`config.mk`:
```
export PLATFORM = sky130hd
export DESIGN_NAME = speech_segment_hysteresis_top
export DESIGN_NICKNAME = d
export VERILOG_FILES = /design/src/ssh_pkg.sv /design/src/ssh_cfg_regs.sv /design/src/ssh_tracker.sv /design/src/ssh_scaler.sv /design/src/speech_segment_hysteresis_top.sv
export SDC_FILE = /design/constraint.sdc
export NUM_CORES = 2
export LEC_CHECK = 0
export CAP_MARGIN = 5
export CELL_PAD_IN_SITES_DETAIL_PLACEMENT = 0
export CELL_PAD_IN_SITES_GLOBAL_PLACEMENT = 1
export CORE_UTILIZATION = 40
export DETAILED_ROUTE_END_ITERATION = 12
export DONT_BUFFER_PORTS = 1
export PLACE_DENSITY_LB_ADDON = 0.1
export SLEW_MARGIN = 0
export SYNTH_ARGS = -nofsm -noshare
export SYNTH_HDL_FRONTEND = slang
export SYNTH_SLANG_ARGS = --single-unit
```
`constraint.sdc`:
```
create_clock -name clk_i -period 12.6 [get_ports clk_i]
set_input_delay 2.52 -clock clk_i [delete_from_list [all_inputs] [get_ports clk_i]]
set_output_delay 2.52 -clock clk_i [all_outputs]
set_load 0.02 [all_outputs]
```
`src/ssh_pkg.sv`:
```
// ----------------------------------------------------------------------------
// ssh_pkg
// Shared widths, register map, reset values and types for the speech segment
// hysteresis segmenter.
// ----------------------------------------------------------------------------
package ssh_pkg;

  localparam int unsigned PROB_W   = 17;
  localparam int unsigned THR_W    = 17;
  localparam int unsigned CNT_W    = 10;
  localparam int unsigned HOP_W    = 13;
  localparam int unsigned FRAME_W  = 21;
  localparam int unsigned SAMPLE_W = 33;
  localparam int unsigned ADDR_W   = 5;
  localparam int unsigned DATA_W   = 32;
  localparam int unsigned REG_IDX_W = 3;

  localparam logic [PROB_W-1:0]  ONE_Q16    = 17'h10000;
  localparam logic [FRAME_W-1:0] MAX_FRAMES = 21'h100000;

  // register indexes (byte address = 4 * index)
  localparam logic [REG_IDX_W-1:0] REG_SPEECH_THRESHOLD   = 3'd0;
  localparam logic [REG_IDX_W-1:0] REG_MIN_SPEECH_FRAMES  = 3'd1;
  localparam logic [REG_IDX_W-1:0] REG_MIN_SILENCE_FRAMES = 3'd2;
  localparam logic [REG_IDX_W-1:0] REG_SPEECH_PAD_FRAMES  = 3'd3;
  localparam logic [REG_IDX_W-1:0] REG_HOP_LENGTH         = 3'd4;
  localparam logic [REG_IDX_W-1:0] REG_FRAME_TOTAL        = 3'd5;

  localparam logic [THR_W-1:0]   RST_SPEECH_THRESHOLD   = 17'd32768;
  localparam logic [CNT_W-1:0]   RST_MIN_SPEECH_FRAMES  = 10'd8;
  localparam logic [CNT_W-1:0]   RST_MIN_SILENCE_FRAMES = 10'd8;
  localparam logic [CNT_W-1:0]   RST_SPEECH_PAD_FRAMES  = 10'd4;
  localparam logic [HOP_W-1:0]   RST_HOP_LENGTH         = 13'd160;
  localparam logic [FRAME_W-1:0] RST_FRAME_TOTAL        = 21'h100000;

  typedef struct packed {
    logic [THR_W-1:0]   speech_threshold;
    logic [CNT_W-1:0]   min_speech_frames;
    logic [CNT_W-1:0]   min_silence_frames;
    logic [CNT_W-1:0]   speech_pad_frames;
    logic [HOP_W-1:0]   hop_length;
    logic [FRAME_W-1:0] frame_total;
  } ssh_cfg_t;

  // padded segment bounds in frames, waiting for hop scaling
  typedef struct packed {
    logic [FRAME_W-1:0] start_frame;
    logic [FRAME_W-1:0] end_frame;
    logic               at_end;
  } ssh_seg_t;

endpackage

```
`src/ssh_cfg_regs.sv`:
```
// ----------------------------------------------------------------------------
// ssh_cfg_regs
// APB-style register file holding the segmenter configuration.
// ----------------------------------------------------------------------------
module ssh_cfg_regs (
  input  logic                        clk_i,
  input  logic                        rst_ni,
  input  logic                        psel,
  input  logic                        penable,
  input  logic                        pwrite,
  input  logic [ssh_pkg::ADDR_W-1:0]  paddr,
  input  logic [ssh_pkg::DATA_W-1:0]  pwdata,
  output logic [ssh_pkg::DATA_W-1:0]  prdata,
  output logic                        pready,
  output ssh_pkg::ssh_cfg_t           cfg_o
);
  import ssh_pkg::*;

  ssh_cfg_t               cfg_q, cfg_d;
  logic [REG_IDX_W-1:0]   idx;
  logic                   wr_en;

  assign idx    = paddr[ADDR_W-1:2];
  assign wr_en  = psel & penable & pwrite;
  assign pready = 1'b1;
  assign cfg_o  = cfg_q;

  always_comb begin
    cfg_d = cfg_q;
    if (wr_en) begin
      unique case (idx)
        REG_SPEECH_THRESHOLD:   cfg_d.speech_threshold   = pwdata[THR_W-1:0];
        REG_MIN_SPEECH_FRAMES:  cfg_d.min_speech_frames  = pwdata[CNT_W-1:0];
        REG_MIN_SILENCE_FRAMES: cfg_d.min_silence_frames = pwdata[CNT_W-1:0];
        REG_SPEECH_PAD_FRAMES:  cfg_d.speech_pad_frames  = pwdata[CNT_W-1:0];
        REG_HOP_LENGTH:         cfg_d.hop_length         = pwdata[HOP_W-1:0];
        REG_FRAME_TOTAL:        cfg_d.frame_total        = pwdata[FRAME_W-1:0];
        default:                cfg_d = cfg_q;
      endcase
    end
  end

  always_comb begin
    unique case (idx)
      REG_SPEECH_THRESHOLD:   prdata = DATA_W'(cfg_q.speech_threshold);
      REG_MIN_SPEECH_FRAMES:  prdata = DATA_W'(cfg_q.min_speech_frames);
      REG_MIN_SILENCE_FRAMES: prdata = DATA_W'(cfg_q.min_silence_frames);
      REG_SPEECH_PAD_FRAMES:  prdata = DATA_W'(cfg_q.speech_pad_frames);
      REG_HOP_LENGTH:         prdata = DATA_W'(cfg_q.hop_length);
      REG_FRAME_TOTAL:        prdata = DATA_W'(cfg_q.frame_total);
      default:                prdata = '0;
    endcase
  end

  always_ff @(posedge clk_i or negedge rst_ni) begin
    if (!rst_ni) begin
      cfg_q.speech_threshold   <= RST_SPEECH_THRESHOLD;
      cfg_q.min_speech_frames  <= RST_MIN_SPEECH_FRAMES;
      cfg_q.min_silence_frames <= RST_MIN_SILENCE_FRAMES;
      cfg_q.speech_pad_frames  <= RST_SPEECH_PAD_FRAMES;
      cfg_q.hop_length         <= RST_HOP_LENGTH;
      cfg_q.frame_total        <= RST_FRAME_TOTAL;
    end else begin
      cfg_q <= cfg_d;
    end
  end

endmodule

```
`src/ssh_tracker.sv`:
```
// ----------------------------------------------------------------------------
// ssh_tracker
// Per-frame hysteresis state update; registers padded segment bounds.
// ----------------------------------------------------------------------------
module ssh_tracker (
  input  logic                        clk_i,
  input  logic                        rst_ni,
  input  logic                        accept_i,
  input  logic [ssh_pkg::PROB_W-1:0]  nonspeech_prob_i,
  input  ssh_pkg::ssh_cfg_t           cfg_i,
  input  logic                        seg_take_i,
  output logic                        seg_valid_o,
  output ssh_pkg::ssh_seg_t           seg_o
);
  import ssh_pkg::*;

  logic [FRAME_W-1:0] frame_index_q, frame_index_d;
  logic               triggered_q, triggered_d;
  logic [FRAME_W-1:0] cand_start_q, cand_start_d;
  logic               cand_start_valid_q, cand_start_valid_d;
  logic [FRAME_W-1:0] cand_end_q, cand_end_d;
  logic               cand_end_valid_q, cand_end_valid_d;
  logic [FRAME_W-1:0] segment_start_q, segment_start_d;
  logic               seg_valid_q, seg_valid_d;
  ssh_seg_t           seg_q, seg_d;

  logic [PROB_W-1:0]  score;
  logic               speech;
  logic [FRAME_W-1:0] total;
  logic               last_frame;
  logic [FRAME_W-1:0] start_gap, end_gap;
  logic               close_quiet, close_end, emit;
  logic [FRAME_W-1:0] end_sel, pad_ext;
  logic [FRAME_W:0]   end_sum;

  assign score  = nonspeech_prob_i[PROB_W-1] ? '0 : ONE_Q16 - nonspeech_prob_i;
  assign speech = score >= cfg_i.speech_threshold;

  always_comb begin
    if (cfg_i.frame_total == '0) begin
      total = FRAME_W'(1);
    end else if (cfg_i.frame_total > MAX_FRAMES) begin
      total = MAX_FRAMES;
    end else begin
      total = cfg_i.frame_total;
    end
  end

  assign last_frame = ({1'b0, frame_index_q} + (FRAME_W+1)'(1)) >= {1'b0, total};
  assign start_gap  = frame_index_q - cand_start_q;
  assign end_gap    = frame_index_q - cand_end_q;
  assign pad_ext    = FRAME_W'(cfg_i.speech_pad_frames);

  // hysteresis update
  always_comb begin
    triggered_d        = triggered_q;
    cand_start_d       = cand_start_q;
    cand_start_valid_d = cand_start_valid_q;
    cand_end_d         = cand_end_q;
    cand_end_valid_d   = cand_end_valid_q;
    segment_start_d    = segment_start_q;
    close_quiet        = 1'b0;
    if (!triggered_q) begin
      if (speech) begin
        if (!cand_start_valid_q) begin
          cand_start_d       = frame_index_q;
          cand_start_valid_d = 1'b1;
        end else if (start_gap >= FRAME_W'(cfg_i.min_speech_frames)) begin
          triggered_d        = 1'b1;
          segment_start_d    = cand_start_q;
          cand_start_valid_d = 1'b0;
        end
      end else begin
        cand_start_valid_d = 1'b0;
      end
    end else begin
      if (!speech) begin
        if (!cand_end_valid_q) begin
          cand_end_d       = frame_index_q;
          cand_end_valid_d = 1'b1;
        end else if (end_gap >= FRAME_W'(cfg_i.min_silence_frames)) begin
          triggered_d      = 1'b0;
          close_quiet      = 1'b1;
          cand_end_valid_d = 1'b0;
        end
      end else begin
        cand_end_valid_d = 1'b0;
      end
    end
  end

  // padded bounds; an end-of-run close applies only while still triggered
  assign close_end = last_frame & triggered_d;
  assign emit      = close_quiet | close_end;
  assign end_sel   = close_end ? total : cand_end_q;
  assign end_sum   = {1'b0, end_sel} + {1'b0, pad_ext};

  always_comb begin
    seg_d.at_end      = close_end;
    seg_d.start_frame = (segment_start_d > pad_ext) ? segment_start_d - pad_ext : '0;
    seg_d.end_frame   = (end_sum > {1'b0, total}) ? total : end_sum[FRAME_W-1:0];
  end

  always_comb begin
    seg_valid_d = seg_valid_q;
    if (accept_i) begin
      seg_valid_d = emit;
    end else if (seg_take_i) begin
      seg_valid_d = 1'b0;
    end
  end

  always_ff @(posedge clk_i or negedge rst_ni) begin
    if (!rst_ni) begin
      frame_index_q      <= '0;
      triggered_q        <= 1'b0;
      cand_start_q       <= '0;
      cand_start_valid_q <= 1'b0;
      cand_end_q         <= '0;
      cand_end_valid_q   <= 1'b0;
      segment_start_q    <= '0;
      seg_valid_q        <= 1'b0;
    end else begin
      seg_valid_q <= seg_valid_d;
      if (accept_i) begin
        if (last_frame) begin
          frame_index_q      <= '0;
          triggered_q        <= 1'b0;
          cand_start_q       <= '0;
          cand_start_valid_q <= 1'b0;
          cand_end_q         <= '0;
          cand_end_valid_q   <= 1'b0;
          segment_start_q    <= '0;
        end else begin
          frame_index_q      <= frame_index_q + FRAME_W'(1);
          triggered_q        <= triggered_d;
          cand_start_q       <= cand_start_d;
          cand_start_valid_q <= cand_start_valid_d;
          cand_end_q         <= cand_end_d;
          cand_end_valid_q   <= cand_end_valid_d;
          segment_start_q    <= segment_start_d;
        end
      end
    end
  end

  always_ff @(posedge clk_i) begin
    if (accept_i && emit) begin
      seg_q <= seg_d;
    end
  end

  assign seg_valid_o = seg_valid_q;
  assign seg_o       = seg_q;

  // candidates only live in the matching phase
  a_start_cand_idle: assert property (@(posedge clk_i) disable iff (!rst_ni)
    cand_start_valid_q |-> !triggered_q)
    else $error("start candidate held while triggered");

  a_end_cand_trig: assert property (@(posedge clk_i) disable iff (!rst_ni)
    cand_end_valid_q |-> triggered_q)
    else $error("end candidate held while idle");

  a_cand_order: assert property (@(posedge clk_i) disable iff (!rst_ni)
    cand_start_valid_q |-> (cand_start_q <= frame_index_q))
    else $error("start candidate ahead of frame index");

endmodule

```
`src/ssh_scaler.sv`:
```
// ----------------------------------------------------------------------------
// ssh_scaler
// Scales padded frame bounds by hop length into the output register.
// ----------------------------------------------------------------------------
module ssh_scaler (
  input  logic                          clk_i,
  input  logic                          rst_ni,
  input  logic                          seg_valid_i,
  input  ssh_pkg::ssh_seg_t             seg_i,
  input  logic [ssh_pkg::HOP_W-1:0]     hop_length_i,
  output logic                          seg_take_o,
  output logic                          seg_ready_o,
  output logic                          out_valid_o,
  input  logic                          out_stall_i,
  output logic [ssh_pkg::SAMPLE_W-1:0]  start_sample_o,
  output logic [ssh_pkg::SAMPLE_W-1:0]  end_sample_o,
  output logic                          closed_at_end_o
);
  import ssh_pkg::*;

  localparam int unsigned PROD_W = FRAME_W + HOP_W;

  logic                 out_valid_q;
  logic [SAMPLE_W-1:0]  start_q, end_q;
  logic                 at_end_q;
  logic [PROD_W-1:0]    start_prod, end_prod;

  // frames <= 2^20 and hop < 2^13, so the product never exceeds 33 bits
  assign start_prod = PROD_W'(seg_i.start_frame) * PROD_W'(hop_length_i);
  assign end_prod   = PROD_W'(seg_i.end_frame) * PROD_W'(hop_length_i);

  assign seg_ready_o = !out_valid_q || !out_stall_i;
  assign seg_take_o  = seg_valid_i && seg_ready_o;

  always_ff @(posedge clk_i or negedge rst_ni) begin
    if (!rst_ni) begin
      out_valid_q <= 1'b0;
    end else if (seg_ready_o) begin
      out_valid_q <= seg_valid_i;
    end
  end

  always_ff @(posedge clk_i) begin
    if (seg_take_o) begin
      start_q  <= start_prod[SAMPLE_W-1:0];
      end_q    <= end_prod[SAMPLE_W-1:0];
      at_end_q <= seg_i.at_end;
    end
  end

  assign out_valid_o     = out_valid_q;
  assign start_sample_o  = start_q;
  assign end_sample_o    = end_q;
  assign closed_at_end_o = at_end_q;

endmodule

```
`src/speech_segment_hysteresis_top.sv`:
```
// ----------------------------------------------------------------------------
// speech_segment_hysteresis_top
// Voice-activity hysteresis segmenter: frame probabilities in, padded
// sample-offset segments out.
// ----------------------------------------------------------------------------
// One non-speech probability (Q1.16) is taken per cycle, with no gaps, while
// in_stall_o is low. Each item updates the hysteresis state in the same cycle
// it is taken; the state loop is a single compare/subtract/add pass, which is
// what bounds the rate at one item per clock. A frame that closes a segment
// (by silence or by reaching the run length) yields one result on the outputs:
// the padded frame bounds are registered at the edge that takes it, and the
// two hop-length multiplies fill the output register once it can take them.
// Frames that close nothing give no result. in_stall_o rises only when both
// pipeline registers hold results and out_stall_i is high. Configuration is
// written through the APB port while the block is idle, a rule for the user
// that the block does not enforce; pready is always high, reads are zero-wait.
// ----------------------------------------------------------------------------
module speech_segment_hysteresis_top (
  input  logic                          clk_i,
  input  logic                          rst_ni,
  // configuration
  input  logic                          psel,
  input  logic                          penable,
  input  logic                          pwrite,
  input  logic [ssh_pkg::ADDR_W-1:0]    paddr,
  input  logic [ssh_pkg::DATA_W-1:0]    pwdata,
  output logic [ssh_pkg::DATA_W-1:0]    prdata,
  output logic                          pready,
  // frame items
  input  logic                          in_valid_i,
  output logic                          in_stall_o,
  input  logic [ssh_pkg::PROB_W-1:0]    nonspeech_prob_i,
  // segment items
  output logic                          out_valid_o,
  input  logic                          out_stall_i,
  output logic [ssh_pkg::SAMPLE_W-1:0]  start_sample_o,
  output logic [ssh_pkg::SAMPLE_W-1:0]  end_sample_o,
  output logic                          closed_at_end_o
);
  import ssh_pkg::*;

  ssh_cfg_t cfg;
  ssh_seg_t seg;
  logic     seg_valid;
  logic     seg_take;
  logic     seg_ready;
  logic     accept;

  // frame stage may load whenever it is empty or drains this cycle
  assign in_stall_o = seg_valid && !seg_ready;
  assign accept     = in_valid_i && !in_stall_o;

  ssh_cfg_regs u_cfg (
    .clk_i   (clk_i),
    .rst_ni  (rst_ni),
    .psel    (psel),
    .penable (penable),
    .pwrite  (pwrite),
    .paddr   (paddr),
    .pwdata  (pwdata),
    .prdata  (prdata),
    .pready  (pready),
    .cfg_o   (cfg)
  );

  ssh_tracker u_tracker (
    .clk_i            (clk_i),
    .rst_ni           (rst_ni),
    .accept_i         (accept),
    .nonspeech_prob_i (nonspeech_prob_i),
    .cfg_i            (cfg),
    .seg_take_i       (seg_take),
    .seg_valid_o      (seg_valid),
    .seg_o            (seg)
  );

  ssh_scaler u_scaler (
    .clk_i           (clk_i),
    .rst_ni          (rst_ni),
    .seg_valid_i     (seg_valid),
    .seg_i           (seg),
    .hop_length_i    (cfg.hop_length),
    .seg_take_o      (seg_take),
    .seg_ready_o     (seg_ready),
    .out_valid_o     (out_valid_o),
    .out_stall_i     (out_stall_i),
    .start_sample_o  (start_sample_o),
    .end_sample_o    (end_sample_o),
    .closed_at_end_o (closed_at_end_o)
  );

  // input back-pressure only when the frame stage is full and blocked
  a_stall_full: assert property (@(posedge clk_i) disable iff (!rst_ni)
    in_stall_o |-> (seg_valid && out_valid_o && out_stall_i))
    else $error("input stalled with room in the pipeline");

  // a blocked frame-stage result is held, not overwritten
  a_seg_hold: assert property (@(posedge clk_i) disable iff (!rst_ni)
    (seg_valid && !seg_ready) |=> (seg_valid && $stable(seg)))
    else $error("frame stage result lost under stall");

  // a taken frame-stage result shows up at the output next cycle
  a_seg_to_out: assert property (@(posedge clk_i) disable iff (!rst_ni)
    seg_take |=> out_valid_o)
    else $error("taken result did not reach the output register");

endmodule

```
* Yosys cells after proc, flatten, opt, wreduce, memory -nomap -nowiden *
Index checks and enable logic that the tools add are counted.

cells by class
  add/subtract/negate cells = 7
  $mul = 2
  divide/modulo/power cells = 0
  order comparisons = 7
  eq/ne operators = 9
  shift-type cells = 0
  mux-type cells = 42
  bitwise logic cells = 4
  reductions and logical operators = 24

operators with widths
  cell                      count
  $mux W21                  18
  $pmux W21 S6              1
  $mul A21 B13 Y33          2
  $ge A21 B10 Y1            2
  $sub A21 B21 Y21          2
  $add A21 B1 Y22 const B   1
  $add A21 B10 Y22          1
  $ge A22 B21 Y1            1
  $gt A22 B21 Y1            1
  $mux W1                   22
  $add A21 B1 Y21 const B   1
  $gt A21 B10 Y1            1
  $gt A21 B21 Y1 const B    1
  $logic_not A21 Y1         1
  $sub A21 B10 Y21          1
  $ge A17 B17 Y1            1
  $mux W17                  1
  $sub A17 B17 Y17 const A  1
  $reduce_and A2 Y1         8
  $ne A2 B2 Y1 const B      4
  $reduce_and A4 Y1         2
  $eq A3 B2 Y1 const B      2
  $eq A3 B3 Y1 const B      2
  $reduce_bool A2 Y1        3
  other kinds (7)           15

word-level totals
  bits in registers = 280
  bits in latches = 0
  bits in writable memories = 0
  bits in read-only memories = 0
  input port bits = 61
  word-level logic and storage cells = 116
  memories kept = 0

* Depth between registers and ports, before layout *
  depth in word-level cells = 11
  mapped depth = 46
  mapped depth without buffers = 44

* Hierarchy *
From an unflattened synthesis, not the netlist that was laid out.

second synthesis, totals
  cells, all modules = 3982
  area total of the unflattened synthesis = 35809.3 um^2

by module, submodules not included
  module                         instances  cells an instance  area each (um^2)  seq. area each (um^2)
  ssh_scaler                     1          2172               19561.3           2037.0
  ssh_tracker                    1          1524               12343.1           3493.4
  ssh_cfg_regs                   1          284                3882.5            2035.7
  speech_segment_hysteresis_top  1          2                  22.5              0.0

* Worst setup path after synthesis *
No wires, ideal clock.

  path kind = in2reg
  start point = input nonspeech_prob_i[6] (netlist name)
  end point = register u_tracker.seg_q (netlist bit u_tracker.seg_o[11]), data pin
  setup time = 0.261 ns
  data arrival time = 11.200 ns
  required time = 12.339 ns
  path slack = 1.139 ns
  stages on the path = 41
  path buffers = 3
  path through = or4_1 -> nor4_1 -> or4b_2 -> nor3_1 -> xor2_1 -> nor2_1 -> ha_1 -> nand4_1 -> o41ai_1 -> a2111oi_0 -> a211oi_1 -> a31oi_1 -> nand2_1 -> a31oi_1 -> o21a_1 -> buf_6 -> inv_6 -> mux2_2 -> (+5 left out) -> a21oi_1 -> o21ai_0 -> a31oi_1 -> clkbuf_1 -> nor3_1 -> xnor2_1 -> mux2i_1 -> ha_1 -> a21o_1 -> a21oi_1 -> o221ai_1 -> a2111oi_0 -> nor2_1 -> o21a_1 -> o22ai_1 -> o21ai_4 -> buf_6 -> a221o_1

RTL lines
  element               RTL line                             RTL
  from (decl)           speech_segment_hysteresis_top.sv:32  input logic [ssh_pkg::PROB_W-1:0] nonspeech_prob_i,
  to (signal assigned)  ssh_tracker.sv:149                   seg_q <= seg_d;
  to (decl)             ssh_tracker.sv:25                    ssh_seg_t seg_q, seg_d;

==> flow_metrics.env <==
export IMPL_worstSetupPathType="in2reg"
export IMPL_cts_sinks=280
export IMPL_synth_edf_count=110
export IMPL_multiInputGateArea_sq_mm=0.0243
export IMPL_core_sq_mm=0.0854
export IMPL_first_pass_iters=7
export IMPL_vias=25968
export IMPL_total_power_mw=9.99
export IMPL_routed_top_layer="met5"
export IMPL_yosys_area_top_type="fa_1"
export IMPL_arrival_ns=12.31
export IMPL_setup_worst_path_end_class="flop"
export IMPL_synth_seq_cells=280
export IMPL_ys_warnings_count=0
export IMPL_pwr_share_comb_pct=73.3
export IMPL_cts_made_buffers=38
export IMPL_cts_resized_gates=0
export IMPL_drt_iter0_drc=1539
export IMPL_dpl_cell_area_sq_mm=0.0356
export IMPL_syn2layout_area_growth_pct=6.56
export IMPL_leakagePower_nw=17.1
export IMPL_cp_start_kind="input port"
export IMPL_rsz0062_at_grt="false"
export IMPL_grt_pass1_wl_um=160000
export IMPL_row_count=107
export IMPL_syn_area_sq_mm=0.0346
export IMPL_syn_avg_cell_area_sq_um=9.17
export IMPL_vdd_drop_max_mv=0.235
export IMPL_synth_top_cell_area_share_pct=24.3
export IMPL_cts_setup_buffers=0
export IMPL_grtUsageTotal_pct=23.8
export IMPL_status="completed"
export IMPL_drc_errors=0
export IMPL_netlist_instances=3777
export IMPL_synthFlopType="dfrtp_1"
export IMPL_start_util_pct=40.5
export IMPL_max_stage_delay_ns=0.69
export IMPL_cts_tree="done"
export IMPL_wl_met3_um=4200
export IMPL_clock_fmax_ghz=0.0835
export IMPL_wl_um=101000
export IMPL_slew_viol_final=0
export IMPL_finalSetupTns_ns=0
export IMPL_nFillCells=8496
export IMPL_power_density_mw_per_mm2=271
export IMPL_path_max_fanout=26
export IMPL_wire_per_inst_um=20.9
export IMPL_pin_count=163
export IMPL_drive_gt1_share_pct=5.65
export IMPL_clkPwrFrac_pct=11.3
export IMPL_grt_max_degree=171
export IMPL_place_hpwl_um=78500
export IMPL_die_h_um=296
export IMPL_fin_nets=4447
export IMPL_gp_congestion=0.855
export IMPL_regArea_sq_mm=0.00757
export IMPL_wl_met1_um=48200
export IMPL_drtAntennaViolNets=0
export IMPL_finish_instance_area_sq_mm=0.0369
export IMPL_insertion_delay_ns=0.60
export IMPL_p_int_mw=5.16
export IMPL_hold_violations=0
export IMPL_p_switching_mw=4.83
export IMPL_cpMaxStageDelayCell="or4b_2"
export IMPL_via_per_inst=5.36
export IMPL_period_needed_ns=11.98
export IMPL_ys_types=89
export IMPL_clockRootBuffer="clkbuf_16"
export IMPL_maxCapViolations=0
export IMPL_dieArea_sq_mm=0.0877
export IMPL_seqPwrFrac_pct=15.5
export IMPL_relSlewSlack_pct=18.3
export IMPL_synth_seq_area_share_pct=21.9
export IMPL_setup_viol=0
export IMPL_dr_wl_met2_um=46900
export IMPL_tightest_slew_ns=1.22
export IMPL_grt_ovfl_total=0
export IMPL_clock_skew_final_ns=0.0299
export IMPL_cts_hold_buf=0
export IMPL_hold_path_class="reg2reg"
export IMPL_async_flop_share_pct=60.7
export IMPL_io_buffers=0
export IMPL_worst_ep_required_time_ns=12.94
export IMPL_fp_dieW_um=296
export IMPL_yosysMostFrequentCell="nand2_1"
export IMPL_cts_max_path_buffers=3
export IMPL_htree_num_levels=2
export IMPL_grt_pass1_vias=27328
export IMPL_synth_top_cells_by_count="nand2_1, inv_1, fa_1"
export IMPL_swShare_pct=48.4
export IMPL_grt_antenna_before_repair=4
export IMPL_synth_area_top_cells="fa_1, dfrtp_1, ha_1, edfxtp_1, nand2_1"
export IMPL_clkTransAtPathRegs_ns=0.06
export IMPL_period_share_pct=95.1
## layout make-up
class,count,area share (%)
clock inverter,19,0.617
timing repair buffer,34,0.692
sequential,280,20.5
inverter,550,5.61
antenna,1,0.00678
clock buffer,50,2.89
tap,1144,3.88
multi-input combinational,2767,65.8
## worst max-delay path: cells and delay by family
| family | cells | cell delay, ns |
|---|---|---|
| compound gates | 21 | 5.82 |
| xor+xnor | 2 | 0.31 |
| fa+ha+maj | 3 | 0.89 |
| buf+inv | 1 | 0.13 |
| mux | 1 | 0.19 |
| simple gates | 11 | 2.45 |
## placed cells by master (no fill, tap or decap), types with 38 or more instances in the layout
cell,n
nand2_1,590
inv_1,549
fa_1,420
ha_1,295
and2_1,202
o21ai_0,191
dfrtp_1,163
nor2_1,141
edfxtp_1,110
xnor2_1,101
a21oi_1,88
a21o_1,74
xor2_1,58
mux2_2,53
nand3_1,51
nor3_1,50
clkbuf_16,38
## per-stage QoR
step	std cells	setup slack, ns	hold WS, ns	util (%)
global route	4844	0.00918	0.508	43.2
global placement	4775	0.196	0.462	41.7
CTS	4844	0.611	0.483	43.2
floorplan	3787	1.14	0.400	-
finish	4845	0.621	0.479	43.2
detailed placement	4775	0.0192	0.470	41.7
## cells by family (layout without fill, tap and decap cells)
logic type / Yosys count / in the layout / synth area share [%]
AO/OA/AOI/OAI: 565 / 565 / 10.7
multiplexers: 110 / 110 / 3.83
XOR/XNOR: 159 / 159 / 4.02
other: 2 / 13 / 0.0217
flip-flops: 280 / 280 / 21.9
adder cells (fa/ha/maj): 715 / 715 / 34.9
AND/OR/NAND/NOR: 1206 / 1206 / 16.3
buffers and inverters: 740 / 653 / 8.29
## power groups by stage
stage / clock (mW) / combinational (mW) / sequential (mW)
final: 1.13 / 7.32 / 1.54
after global routing: 1.20 / 8.33 / 1.56
after CTS: 1.17 / 7.41 / 1.54
after detailed placement: 0 / 7.36 / 1.56
after global placement: 0 / 7.26 / 1.56
after floorplan: 0 / 5.61 / 1.47
## metal layers
layer,global-route usage [%],vias to the layer above
li1,-,12078
met1,34.0,13216
met2,38.6,570
met3,2.56,100
met4,5.73,4
met5,0,-
## worst paths after layout
check                                                            start                                   end  slack, ns  cells past startpoint
max in group asynchronous                                       rst_ni  u_tracker.cand_end_q[18]$_DFFE_PN0P_      10.57                      0
worst max register to register  u_tracker.frame_index_q[0]$_DFFE_PN0P_         u_tracker.seg_o[11]$_DFFE_PP_       1.75                     41
worst max-delay path                               nonspeech_prob_i[6]         u_tracker.seg_o[11]$_DFFE_PP_       0.62                     39
worst min register to register     u_tracker.cand_end_q[2]$_DFFE_PN0P_   u_tracker.cand_end_q[2]$_DFFE_PN0P_       0.48                      2
worst min-delay path               u_tracker.cand_end_q[2]$_DFFE_PN0P_   u_tracker.cand_end_q[2]$_DFFE_PN0P_       0.48                      2
min in group asynchronous                                       rst_ni           u_cfg.cfg_o[69]$_DFFE_PN0P_       1.62                      0
## registers in the layout, summed over array words and instances, names as in the netlist
name                          flops
u_tracker.seg_o                  43
u_tracker.cand_start_valid_q      1
u_tracker.frame_index_q          21
u_tracker.seg_valid_o             1
u_tracker.triggered_q             1
u_scaler.out_valid_o              1
u_tracker.cand_end_valid_q        1
u_cfg.cfg_o                      81
u_tracker.segment_start_q        21
u_tracker.cand_end_q             21
u_scaler.start_sample_o          33
u_tracker.cand_start_q           21
u_scaler.end_sample_o            33
u_scaler.closed_at_end_o          1
(Power assumes the default switching activity.)
